<file path="src/rtl/y2b_pkg.sv">
// shared types, constants and functions for the yuv422 to bmp24 encoder
`timescale 1ns / 1ps
`default_nettype none
package y2b_pkg;

  localparam int ADDR_W = 26;
  localparam int DIM_W = 13;
  localparam int STRIDE_W = 15;
  localparam int HDR_LEN = 54;
  localparam int INFO_LEN = 40;
  localparam int BPP = 24;
  localparam int CHROMA_MID = 128;

  // register indexes
  localparam logic [1:0] REG_WIDTH = 2'd0;
  localparam logic [1:0] REG_HEIGHT = 2'd1;
  localparam logic [1:0] REG_CAPACITY = 2'd2;

  // what one item turns into at the output
  localparam logic [1:0] KIND_NONE = 2'd0;
  localparam logic [1:0] KIND_HDR = 2'd1;
  localparam logic [1:0] KIND_PIX = 2'd2;
  localparam logic [1:0] KIND_REFUSE = 2'd3;

  // q16 conversion coefficients
  localparam logic signed [27:0] K_R_CR = 28'sd91881;
  localparam logic signed [27:0] K_G_CB = 28'sd22554;
  localparam logic signed [27:0] K_G_CR = 28'sd46802;
  localparam logic signed [27:0] K_B_CB = 28'sd116130;

  typedef struct packed {
    logic [ADDR_W-1:0] len;
    logic [DIM_W-1:0]  w;
    logic [DIM_W-1:0]  h;
    logic [ADDR_W-1:0] rgb;
  } geom_t;

  typedef struct packed {
    logic [1:0]        kind;
    logic [ADDR_W-1:0] addr;
    logic [ADDR_W-1:0] len;
    logic [7:0]        b;
    logic [7:0]        g;
    logic [7:0]        r;
  } load_t;

  function automatic logic [7:0] clamp_q16(input logic signed [27:0] v);
    logic [7:0] res;
    if (v[27]) begin
      res = 8'd0;
    end else if (|v[26:24]) begin
      res = 8'hFF;
    end else begin
      res = v[23:16];
    end
    return res;
  endfunction

  function automatic logic [7:0] hdr_byte(input logic [5:0] idx, input geom_t g);
    logic [31:0] len32;
    logic [31:0] w32;
    logic [31:0] h32;
    logic [31:0] rgb32;
    logic [7:0]  v;
    len32 = 32'(g.len);
    w32 = 32'(g.w);
    h32 = 32'(g.h);
    rgb32 = 32'(g.rgb);
    case (idx)
      6'd0:  v = 8'h42;
      6'd1:  v = 8'h4D;
      6'd2:  v = len32[7:0];
      6'd3:  v = len32[15:8];
      6'd4:  v = len32[23:16];
      6'd5:  v = len32[31:24];
      6'd10: v = 8'(HDR_LEN);
      6'd14: v = 8'(INFO_LEN);
      6'd18: v = w32[7:0];
      6'd19: v = w32[15:8];
      6'd20: v = w32[23:16];
      6'd21: v = w32[31:24];
      6'd22: v = h32[7:0];
      6'd23: v = h32[15:8];
      6'd24: v = h32[23:16];
      6'd25: v = h32[31:24];
      6'd26: v = 8'd1;
      6'd28: v = 8'(BPP);
      6'd34: v = rgb32[7:0];
      6'd35: v = rgb32[15:8];
      6'd36: v = rgb32[23:16];
      6'd37: v = rgb32[31:24];
      default: v = 8'd0;
    endcase
    return v;
  endfunction

endpackage
`default_nettype wire

</file>
<file path="src/rtl/y2b_color.sv">
// ycbcr to rgb conversion, q16 fixed point with clamping
`timescale 1ns / 1ps
`default_nettype none
module y2b_color (
  input  wire logic [7:0] luma,
  input  wire logic [7:0] chroma_blue,
  input  wire logic [7:0] chroma_red,
  output logic [7:0]      blue,
  output logic [7:0]      green,
  output logic [7:0]      red
);

  logic signed [8:0]  dcb;
  logic signed [8:0]  dcr;
  logic signed [27:0] dcb_w;
  logic signed [27:0] dcr_w;
  logic signed [27:0] ys;
  logic signed [27:0] r_sum;
  logic signed [27:0] g_sum;
  logic signed [27:0] b_sum;

  assign dcb = $signed({1'b0, chroma_blue}) - 9'(y2b_pkg::CHROMA_MID);
  assign dcr = $signed({1'b0, chroma_red}) - 9'(y2b_pkg::CHROMA_MID);
  assign dcb_w = 28'(dcb);
  assign dcr_w = 28'(dcr);
  assign ys = $signed({4'b0, luma, 16'b0});

  assign r_sum = ys + dcr_w * y2b_pkg::K_R_CR;
  assign g_sum = ys - dcb_w * y2b_pkg::K_G_CB - dcr_w * y2b_pkg::K_G_CR;
  assign b_sum = ys + dcb_w * y2b_pkg::K_B_CB;

  assign red = y2b_pkg::clamp_q16(r_sum);
  assign green = y2b_pkg::clamp_q16(g_sum);
  assign blue = y2b_pkg::clamp_q16(b_sum);

endmodule
`default_nettype wire

</file>
<file path="src/rtl/y2b_frame.sv">
// frame geometry check, raster position and pixel address
`timescale 1ns / 1ps
`default_nettype none
module y2b_frame #(
  parameter int MAX_WIDTH = 4096,
  parameter int MAX_HEIGHT = 4096
) (
  input  wire logic                       clk,
  input  wire logic                       rst,
  input  wire logic                       take,
  input  wire logic                       action,
  input  wire logic [y2b_pkg::DIM_W-1:0]  image_width,
  input  wire logic [y2b_pkg::DIM_W-1:0]  image_height,
  input  wire logic [y2b_pkg::ADDR_W-1:0] dest_capacity,
  input  wire logic [7:0]                 blue,
  input  wire logic [7:0]                 green,
  input  wire logic [7:0]                 red,
  output y2b_pkg::load_t                  ld,
  output y2b_pkg::geom_t                  geom
);

  localparam int CW = $clog2(MAX_WIDTH);
  localparam int RW = $clog2(MAX_HEIGHT + 1);

  logic                            active;
  logic [CW-1:0]                   col;
  logic [RW-1:0]                   row;
  logic [y2b_pkg::STRIDE_W-1:0]    stride;

  logic [18:0]                     w24;
  logic [13:0]                     words;
  logic [y2b_pkg::STRIDE_W-1:0]    new_stride;
  logic [27:0]                     new_rgb;
  logic [28:0]                     new_len;
  logic                            bad;
  logic [15:0]                     rows_left;
  logic [27:0]                     row_off;
  logic [27:0]                     pix_addr;
  logic                            col_wrap;
  logic                            row_wrap;

  // stride is the row length rounded up to a whole word
  assign w24 = 19'(image_width) * 19'd24;
  assign words = 14'((w24 + 19'd31) >> 5);
  assign new_stride = {words[12:0], 2'b00};
  assign new_rgb = 28'(new_stride) * 28'(image_height);
  assign new_len = 29'(y2b_pkg::HDR_LEN) + 29'(new_rgb);
  assign bad = (image_width == '0) || (image_height == '0) ||
               (32'(image_width) > 32'(MAX_WIDTH)) ||
               (32'(image_height) > 32'(MAX_HEIGHT)) ||
               (new_len > 29'(dest_capacity));

  // bottom-up row order
  assign rows_left = 16'(geom.h) - 16'd1 - 16'(row);
  assign row_off = 28'(rows_left) * 28'(stride);
  assign pix_addr = 28'(y2b_pkg::HDR_LEN) + row_off + 28'(col) * 28'd3;

  assign col_wrap = (16'(col) + 16'd1) >= 16'(geom.w);
  assign row_wrap = (16'(row) + 16'd1) >= 16'(geom.h);

  always_comb begin
    ld.b = blue;
    ld.g = green;
    ld.r = red;
    ld.addr = 26'(pix_addr);
    ld.len = geom.len;
    if (!action) begin
      ld.addr = '0;
      if (bad) begin
        ld.kind = y2b_pkg::KIND_REFUSE;
        ld.len = '0;
      end else begin
        ld.kind = y2b_pkg::KIND_HDR;
        ld.len = 26'(new_len);
      end
    end else if (active) begin
      ld.kind = y2b_pkg::KIND_PIX;
    end else begin
      ld.kind = y2b_pkg::KIND_NONE;
    end
  end

  always_ff @(posedge clk) begin
    if (rst) begin
      active <= 1'b0;
      col <= '0;
      row <= '0;
      stride <= '0;
      geom <= '0;
    end else if (take) begin
      if (!action) begin
        active <= !bad;
        col <= '0;
        row <= '0;
        if (!bad) begin
          stride <= new_stride;
          geom.len <= 26'(new_len);
          geom.w <= image_width;
          geom.h <= image_height;
          geom.rgb <= 26'(new_rgb);
        end
      end else if (active) begin
        if (col_wrap) begin
          col <= '0;
          if (row_wrap) begin
            row <= '0;
            active <= 1'b0;
          end else begin
            row <= row + 1'b1;
          end
        end else begin
          col <= col + 1'b1;
        end
      end
    end
  end

endmodule
`default_nettype wire

</file>
<file path="src/rtl/y2b_emit.sv">
// output register that sends the bytes of one item in order
`timescale 1ns / 1ps
`default_nettype none
module y2b_emit (
  input  wire logic                       clk,
  input  wire logic                       rst,
  input  wire logic                       take,
  input  wire y2b_pkg::load_t             ld,
  input  wire y2b_pkg::geom_t             geom,
  output logic                            free,
  output logic                            out_valid,
  input  wire logic                       out_ready,
  output logic [y2b_pkg::ADDR_W-1:0]      byte_addr,
  output logic [7:0]                      byte_value,
  output logic                            refused,
  output logic [y2b_pkg::ADDR_W-1:0]      file_length,
  output logic                            last
);

  logic                        is_hdr;
  logic [5:0]                  remain;
  logic [7:0]                  hold_g;
  logic [7:0]                  hold_r;
  logic [y2b_pkg::ADDR_W-1:0]  addr_inc;

  assign free = !out_valid || (out_ready && last);
  assign addr_inc = byte_addr + 1'b1;

  always_ff @(posedge clk) begin
    if (rst) begin
      out_valid <= 1'b0;
      last <= 1'b0;
      remain <= '0;
    end else if (take) begin
      byte_addr <= ld.addr;
      file_length <= ld.len;
      hold_g <= ld.g;
      hold_r <= ld.r;
      case (ld.kind)
        y2b_pkg::KIND_HDR: begin
          out_valid <= 1'b1;
          is_hdr <= 1'b1;
          byte_value <= y2b_pkg::hdr_byte(6'd0, geom);
          refused <= 1'b0;
          remain <= 6'(y2b_pkg::HDR_LEN - 1);
          last <= 1'b0;
        end
        y2b_pkg::KIND_PIX: begin
          out_valid <= 1'b1;
          is_hdr <= 1'b0;
          byte_value <= ld.b;
          refused <= 1'b0;
          remain <= 6'd2;
          last <= 1'b0;
        end
        y2b_pkg::KIND_REFUSE: begin
          out_valid <= 1'b1;
          is_hdr <= 1'b0;
          byte_value <= 8'd0;
          refused <= 1'b1;
          remain <= 6'd0;
          last <= 1'b1;
        end
        default: begin
          out_valid <= 1'b0;
          last <= 1'b0;
        end
      endcase
    end else if (out_valid && out_ready) begin
      if (last) begin
        out_valid <= 1'b0;
        last <= 1'b0;
      end else begin
        byte_addr <= addr_inc;
        remain <= remain - 1'b1;
        last <= (remain == 6'd1);
        if (is_hdr) begin
          byte_value <= y2b_pkg::hdr_byte(addr_inc[5:0], geom);
        end else begin
          byte_value <= hold_g;
          hold_g <= hold_r;
        end
      end
    end
  end

endmodule
`default_nettype wire

</file>
<file path="src/rtl/yuv422_to_bmp24_encoder.sv">
// top level: 4:2:2 ycbcr items to a bottom-up 24-bit bmp byte stream
// input channel (in_valid/in_ready): action 0 starts a frame, action 1 is one
//   pixel (luma plus its shared chroma pair) in raster order
// output channel (out_valid/out_ready): one file byte per transfer, with its
//   address, the file length, a refused flag and last on the final byte
// config port: cfg_we with cfg_index 0 width, 1 height, 2 buffer capacity;
//   values are sampled at the next frame start
// an accepted item waits in the input register and moves into the output
//   register when that one is free; its first byte is then on the output
// a pixel gives 3 bytes, one byte per cycle on the output register while
//   out_ready is high; a frame start gives the 54 header bytes, or 1 byte
//   when refused; a pixel outside a frame gives no bytes
// an input register holds the next item while the output register drains,
//   so the next item enters as the last byte of the current one is taken
// a stalled receiver holds the current byte; the input register fills and
//   then in_ready drops
// reset clears both registers, the frame position and the config to
//   width 1, height 1, capacity 0; no frame is open after reset
`timescale 1ns / 1ps
`default_nettype none
module yuv422_to_bmp24_encoder #(
  parameter int MAX_WIDTH = 4096,
  parameter int MAX_HEIGHT = 4096
) (
  input  wire logic                       clk,
  input  wire logic                       rst,
  input  wire logic                       in_valid,
  output logic                            in_ready,
  input  wire logic                       action,
  input  wire logic [7:0]                 luma,
  input  wire logic [7:0]                 chroma_blue,
  input  wire logic [7:0]                 chroma_red,
  output logic                            out_valid,
  input  wire logic                       out_ready,
  output logic [y2b_pkg::ADDR_W-1:0]      byte_addr,
  output logic [7:0]                      byte_value,
  output logic                            refused,
  output logic [y2b_pkg::ADDR_W-1:0]      file_length,
  output logic                            last,
  input  wire logic                       cfg_we,
  input  wire logic [1:0]                 cfg_index,
  input  wire logic [y2b_pkg::ADDR_W-1:0] cfg_data
);

  logic                        s1_valid;
  logic                        s1_action;
  logic [7:0]                  s1_luma;
  logic [7:0]                  s1_cb;
  logic [7:0]                  s1_cr;
  logic                        take;
  logic                        free;
  logic [y2b_pkg::DIM_W-1:0]   image_width;
  logic [y2b_pkg::DIM_W-1:0]   image_height;
  logic [y2b_pkg::ADDR_W-1:0]  dest_capacity;
  logic [7:0]                  blue;
  logic [7:0]                  green;
  logic [7:0]                  red;
  y2b_pkg::load_t              ld;
  y2b_pkg::geom_t              geom;

  assign take = s1_valid && free;
  assign in_ready = !s1_valid || take;

  always_ff @(posedge clk) begin
    if (rst) begin
      image_width <= 13'd1;
      image_height <= 13'd1;
      dest_capacity <= '0;
    end else if (cfg_we) begin
      case (cfg_index)
        y2b_pkg::REG_WIDTH:    image_width <= cfg_data[y2b_pkg::DIM_W-1:0];
        y2b_pkg::REG_HEIGHT:   image_height <= cfg_data[y2b_pkg::DIM_W-1:0];
        y2b_pkg::REG_CAPACITY: dest_capacity <= cfg_data;
        default: ;
      endcase
    end
  end

  // input register
  always_ff @(posedge clk) begin
    if (rst) begin
      s1_valid <= 1'b0;
    end else if (in_valid && in_ready) begin
      s1_valid <= 1'b1;
    end else if (take) begin
      s1_valid <= 1'b0;
    end
  end

  always_ff @(posedge clk) begin
    if (in_valid && in_ready) begin
      s1_action <= action;
      s1_luma <= luma;
      s1_cb <= chroma_blue;
      s1_cr <= chroma_red;
    end
  end

  y2b_color u_color (
    .luma        (s1_luma),
    .chroma_blue (s1_cb),
    .chroma_red  (s1_cr),
    .blue        (blue),
    .green       (green),
    .red         (red)
  );

  y2b_frame #(
    .MAX_WIDTH  (MAX_WIDTH),
    .MAX_HEIGHT (MAX_HEIGHT)
  ) u_frame (
    .clk           (clk),
    .rst           (rst),
    .take          (take),
    .action        (s1_action),
    .image_width   (image_width),
    .image_height  (image_height),
    .dest_capacity (dest_capacity),
    .blue          (blue),
    .green         (green),
    .red           (red),
    .ld            (ld),
    .geom          (geom)
  );

  y2b_emit u_emit (
    .clk         (clk),
    .rst         (rst),
    .take        (take),
    .ld          (ld),
    .geom        (geom),
    .free        (free),
    .out_valid   (out_valid),
    .out_ready   (out_ready),
    .byte_addr   (byte_addr),
    .byte_value  (byte_value),
    .refused     (refused),
    .file_length (file_length),
    .last        (last)
  );

endmodule
`default_nettype wire

</file>
<file path="config.mk">
export PLATFORM = sky130hd
export DESIGN_NAME = yuv422_to_bmp24_encoder
export DESIGN_NICKNAME = d
export VERILOG_FILES = /design/src/rtl/y2b_pkg.sv /design/src/rtl/y2b_color.sv /design/src/rtl/y2b_frame.sv /design/src/rtl/y2b_emit.sv /design/src/rtl/yuv422_to_bmp24_encoder.sv
export SDC_FILE = /design/constraint.sdc
export NUM_CORES = 2
export LEC_CHECK = 0
export BUFFER_PORTS_ARGS = -buffer_cell sky130_fd_sc_hd__buf_4
export CORE_MARGIN = 5
export CORE_UTILIZATION = 50
export DETAILED_ROUTE_END_ITERATION = 12
export GPL_ROUTABILITY_DRIVEN = 0
export PLACE_DENSITY = 0.69
export SYNTH_ARGS = -nofsm -noshare
export SYNTH_HDL_FRONTEND = slang
export SYNTH_HIERARCHICAL = 1
export SYNTH_SLANG_ARGS = --single-unit
</file>
<file path="constraint.sdc">
create_clock -name clk -period 27.7 [get_ports clk]
set_input_delay 2.77 -clock clk [delete_from_list [all_inputs] [get_ports clk]]
set_output_delay 2.77 -clock clk [all_outputs]
set_load 0.05 [all_outputs]
</file>
# --- After elaboration in Yosys (flattened, before gate mapping) ---
# Cells that the tools add are included.
op_classes:
  add_sub_neg: 18
  bitwise_logic: 3
  eq_ne: 28
  mul: 8
  n_lt_le_gt_ge: 5
  n_mux: 50
  div: 0
  shift: 0
  reduce_logical: 42
op_table:
  columns: ["operator", "count"]
  rows:
  - ["8-bit case mux with 18 select lines", 1]
  - ["26-bit two-way mux", 4]
  - ["8-bit two-way mux", 13]
  - ["25-bit by 28-bit adder with 28-bit output", 2]
  - ["13-bit two-way mux", 4]
  - ["52-bit two-way mux", 1]
  - ["6-bit by 5-bit == test with 1-bit output (second input constant)", 6]
  - ["12-bit two-way mux", 3]
  - ["16-bit by 13-bit greater-or-equal comparator with 1-bit output", 2]
  - ["6-bit by 28-bit adder with 29-bit output (first input constant)", 1]
  - ["29-bit by 26-bit > comparator with 1-bit output", 1]
  - ["25-bit by 28-bit subtractor with 28-bit output", 1]
  - ["28-bit subtractor", 1]
  - ["9-bit by 18-bit multiplier with 27-bit output (second input constant)", 1]
  - ["26-bit by 1-bit adder with 26-bit output (second input constant)", 1]
  - ["26-bit by 14-bit adder with 26-bit output", 1]
  - ["6-bit by 26-bit adder with 26-bit output (first input constant)", 1]
  - ["13-bit > comparator (second input constant)", 2]
  - ["13-bit zero test", 2]
  - ["13-bit by 13-bit multiplier with 26-bit output", 1]
  - ["9-bit by 17-bit multiplier with 26-bit output (second input constant)", 1]
  - ["9-bit by 16-bit multiplier with 25-bit output (second input constant)", 1]
  - ["6-bit == test (second input constant)", 4]
  - ["16-bit by 13-bit multiplier with 24-bit output", 1]
  - ["39 further kinds", 98]
totals:
  register_bits: 279
  n_memories: 0
  latchBits: 0
  romBits: 0
  mem_bits_rw: 0
  inputBits: 58
  elab_cells: 180
  output_inout_bits: 64

# --- Logic depth before layout (Yosys ltp) ---
logic_depth:
  depth_word: 12
  mapped_depth: 51

# --- Hierarchy ---
# The synthesis kept the hierarchy.
modules_own_cells:
  columns: ["module", "area_each_um2", "n_inst", "seq_area_each_um2", "cells_each"]
  rows:
  - ["y2b_frame", 22086.2, 1, 2282.2, 2700]
  - ["y2b_color", 9709.3, 1, 0.0, 1066]
  - ["y2b_emit", 5102.4, 1, 2502.4, 499]
  - ["yuv422_to_bmp24_encoder", 2974.1, 1, 1811.7, 233]

# --- Worst setup path before layout ---
# Ideal clock, no wire load.
synth_timing:
  path_kind: "register to register"
  start: "register image_width[1] (netlist bit)"
  end: "register u_emit.byte_value[0] (enable)"
  required_time_ns: 27.327
  synth_period_minus_slack_ns: 11.104
  stages_incl_launch_ff: 50
  setup_slack_ns: 16.596
  setup_time_ns: 0.373
  arrival_time_ns: 10.731
  n_path_buf: 4
  cell_sequence: "dfxtp_1 -> ha_1 -> inv_1 -> fa_1 -> nand2b_1 -> a21oi_1 -> o41a_1 -> xnor2_1 -> nand4bb_1 -> and4b_1 -> nand2_1 -> mux2_2 -> a32oi_1 -> clkbuf_1 -> nor2b_1 -> fa_1 -> ha_1 -> inv_1 -> [14 not listed] -> or4_4 -> xnor2_1 -> ha_1 -> nand3_1 -> nor2_1 -> o221ai_1 -> a21oi_1 -> o31ai_1 -> nor2b_1 -> o21a_1 -> clkbuf_1 -> nor2b_1 -> inv_1 -> ha_1 -> nor2_1 -> a21oi_1 -> clkbuf_1 -> nor2b_1"
synth_lines:
  columns: ["element", "line", "rtl"]
  rows:
  - ["start, declared", "yuv422_to_bmp24_encoder.sv:52", "logic [y2b_pkg::DIM_W-1:0] image_width;"]
  - ["start signal, assigned", "yuv422_to_bmp24_encoder.sv:71", "y2b_pkg::REG_WIDTH: image_width <= cfg_data[y2b_pkg::DIM_W-1:0];"]
  - ["end signal, assigned", "y2b_emit.sv:43", "byte_value <= y2b_pkg::hdr_byte(6'd0, geom);"]
  - ["end signal, assigned", "y2b_emit.sv:51", "byte_value <= ld.b;"]
  - ["end signal, assigned", "y2b_emit.sv:78", "byte_value <= y2b_pkg::hdr_byte(addr_inc[5:0], geom);"]
  - ["end, declared", "y2b_emit.sv:14", "output logic [7:0] byte_value,"]

==> flow_metrics.env <==
export IMPL_rr_worst_depth=43
export IMPL_drtPass1Iterations=5
export IMPL_tns_ns=0
export IMPL_slew_headroom=0.141
export IMPL_grt_overflow=0
export IMPL_skew_ns=0.0370
export IMPL_critPathKind="flop to flop"
export IMPL_yosysWarnings=6
export IMPL_stdcell_count=5580
export IMPL_ys_flop_type="dfxtp_1"
export IMPL_grt_start_max_net_pins=89
export IMPL_period_minus_slack_ns=13.15
export IMPL_fp_dieArea_mm2=0.0855
export IMPL_vias_per_cell=5.76
export IMPL_rsz0062_at_grt="no"
export IMPL_postCtsSetupRepairBufs=0
export IMPL_pwr_share_clk=0.149
export IMPL_post_route_period_util=0.475
export IMPL_area_growth_pct=7.21
export IMPL_ys_async_sr_fraction=0
export IMPL_cp_end_kind="flop"
export IMPL_avgSynthCellArea_um2=8.86
export IMPL_hold_viol_final=0
export IMPL_insertion_delay_ns=0.60
export IMPL_die_x_um=292
export IMPL_cts_buffers=34
export IMPL_worstReg2RegStart="image_width[1]$_SDFFE_PP0P_"
export IMPL_reg2reg_to="u_emit/byte_value[5]$_DFFE_PP_"
export IMPL_swShare=0.485
export IMPL_hold_start="u_frame/row[12]$_SDFFE_PP0P_"
export IMPL_hold_end="u_frame/row[12]$_SDFFE_PP0P_"
export IMPL_cp_required_ns=27.90
export IMPL_hold_buffers=0
export IMPL_drt_wl_total_mm=110
export IMPL_clockBufferDepth=3
export IMPL_cap_violations=0
export IMPL_yosysTopAreaCell="fa_1"
export IMPL_drc_errors=0
export IMPL_cts_tree="done"
export IMPL_place_port_buffers=121
export IMPL_vias=32100
export IMPL_power_leakage_nw=19.6
export IMPL_diodes=0
export IMPL_coreArea_mm2=0.0790
export IMPL_rows=103
export IMPL_path_max_fanout=26
export IMPL_ys_types=112
export IMPL_initial_core_util=0.505
export IMPL_clk_pin_slew_worst_paths_ns=0.08
export IMPL_intPower_mw=1.63
export IMPL_netlist_area_leader_share=0.202
export IMPL_final_nets=5512
export IMPL_grt_pass1_vias=32200
export IMPL_cts_resized=0
export IMPL_htree_levels=2
export IMPL_pwr_share_comb=0.695
export IMPL_grt_pass1_wl_mm=176
export IMPL_hpwl_mm=86.7
export IMPL_synth_area_mm2=0.0399
export IMPL_critical_path_max_stage_delay_ns=0.90
export IMPL_clock_sinks=278
export IMPL_setup_violations=0
export IMPL_synth_area_leaders="fa_1 (20%), ha_1 (17%), dfxtp_1 (8.8%), edfxtp_1 (7.8%), inv_1 (6.5%)"
export IMPL_ant_nets=0
export IMPL_power_density_mw_per_mm2=74.0
export IMPL_outcome="finished clean"
export IMPL_ys_seq_area_frac=0.165
export IMPL_boundaryPins=122
export IMPL_max_freq_mhz=76.1
export IMPL_synthCells=4498
export IMPL_finalMaxSlewViolations=0
export IMPL_root_buffer="clkbuf_16"
export IMPL_min_path_cells=2
export IMPL_tightestPinTransition_ns=1.29
export IMPL_synthTopCellsByCount="inv_1 (693), ha_1 (548), fa_1 (402)"
export IMPL_chipHeight_um=292
export IMPL_drt_iter0_markers=2516
export IMPL_synth_most_common_cell="inv_1"
export IMPL_synth_edf_count=103
export IMPL_p_switching_mw=1.53
export IMPL_slowest_stage="xor2_1"
export IMPL_cp_data_arrival_time_ns=13.35
export IMPL_start_kind="flop"
export IMPL_placed_cells=5518
export IMPL_grt_usage=0.254
export IMPL_r2r_setup_slack_ns=14.55
export IMPL_p_seq_frac=0.156
export IMPL_routedWlPerCell_um=19.7
export IMPL_drive_above_1_share=0.0687
export IMPL_ys_seq_elements=278
export IMPL_hp_class="flop to flop"
export IMPL_utilization=0.541
export IMPL_peakVddDrop_mv=0.113
export IMPL_antenna_found_initial=2
[worst max-delay path: cells and delay by family, from the launching register on]
kind	cells	cell delay, ns
DFF	1	0.42
and+or+nand+nor	12	3.24
adders and majority gates	10	3.67
xor gates and xnor gates	4	1.73
buffers and inverters	7	0.70
AOI/OAI and AO/OA	10	2.97
[worst max path at each step]
stage,from,to,cells past startpoint
2_1_floorplan,image_width[1]$_SDFFE_PP0P_,u_emit/byte_value[0]$_DFFE_PP_,49
3_3_place_gp,image_width[0]$_SDFFE_PP1P_,u_emit/byte_value[3]$_DFFE_PP_,43
3_5_place_dp,image_width[1]$_SDFFE_PP0P_,u_emit/byte_value[1]$_DFFE_PP_,43
4_1_cts,image_width[1]$_SDFFE_PP0P_,u_emit/byte_value[5]$_DFFE_PP_,43
5_1_grt,image_width[1]$_SDFFE_PP0P_,u_emit/byte_value[5]$_DFFE_PP_,43
6_report,image_width[1]$_SDFFE_PP0P_,u_emit/byte_value[5]$_DFFE_PP_,43
[cells in the final DEF, fill, tap and decap left out, types with 49 or more instances in the layout]
cell type,netlist,routed
o21ai_0,93,93
and2_1,151,149
a211oi_1,49,49
a21o_1,58,58
dfxtp_1,175,175
nand2_1,351,351
fa_1,402,402
nor3_1,68,68
o211ai_1,73,73
mux2i_1,59,59
buf_4,33,164
xor2_1,89,87
edfxtp_1,103,103
a21oi_1,219,218
inv_1,693,693
nand2b_1,123,123
nor2_1,186,185
xnor2_1,143,142
nand3_1,134,134
ha_1,548,548
[routing by layer]
| layer | up-vias | part of all wire | GRT usage |
|---|---|---|---|
| met3 | 198 | 0.075 | 0.0485 |
| met5 | - | 0 | 0 |
| met4 | 0 | 0.034 | 0.0780 |
| met2 | 1116 | 0.45 | 0.408 |
| li1 | 15100 | - | - |
| met1 | 15700 | 0.44 | 0.350 |
[power groups by stage]
stage	clock network (mW)	registers, mW	logic, mW
final	0.470	0.494	2.20
after floorplan	0	0.499	1.72
after global routing	0.496	0.496	2.47
after detailed placement	0	0.501	2.16
after CTS	0.479	0.493	2.19
after global placement	0	0.502	2.12
[state kept, by name, summed over array words and instances, names as in the netlist, 6 cells and up]
register,count
dest_capacity,26
u_frame/geom,75
u_emit/byte_addr,26
image_height,13
u_frame/col,12
u_frame/row,13
u_emit/hold_r,8
u_emit/remain,6
s1_cr,8
s1_luma,8
s1_cb,8
u_frame/stride,13
image_width,13
u_emit/file_length,26
u_emit/byte_value,8
u_emit/hold_g,8
[per-stage QoR]
stage	power, mW	setup WS, ns	hold WS [ns]	instance area (µm²)
6_report	3.16	14.55	0.456	42700
4_1_cts	3.16	14.77	0.456	42700
2_1_floorplan	2.22	16.60	0.431	39900
3_3_place_gp	2.63	15.16	0.441	41600
5_1_grt	3.47	13.70	0.482	42700
3_5_place_dp	2.66	14.85	0.447	41600
[layout make-up]
cell class              count  area, µm²
clock buffers              39        900
clock inverters            23        270
fillers                  7278      36300
well taps                1050       1310
repair buffers            165       1240
inverters                 697       2620
multi-input cells        3328      29800
flip-flops and latches    278       6600
[cell families (layout without fill, tap and decap cells)]
| group | count (synthesis) | count (layout) | synth area share |
|---|---|---|---|
| AOI/OAI and AO/OA | 821 | 821 | 0.140 |
| DFF | 278 | 278 | 0.165 |
| muxes | 80 | 80 | 0.0207 |
| other | 1 | 4 | 0.0000941 |
| xor gates and xnor gates | 235 | 235 | 0.0525 |
| adders and majority gates | 950 | 950 | 0.374 |
| and+or+nand+nor | 1238 | 1238 | 0.158 |
| buffers and inverters | 895 | 924 | 0.0891 |
(Power assumes the default switching activity.)
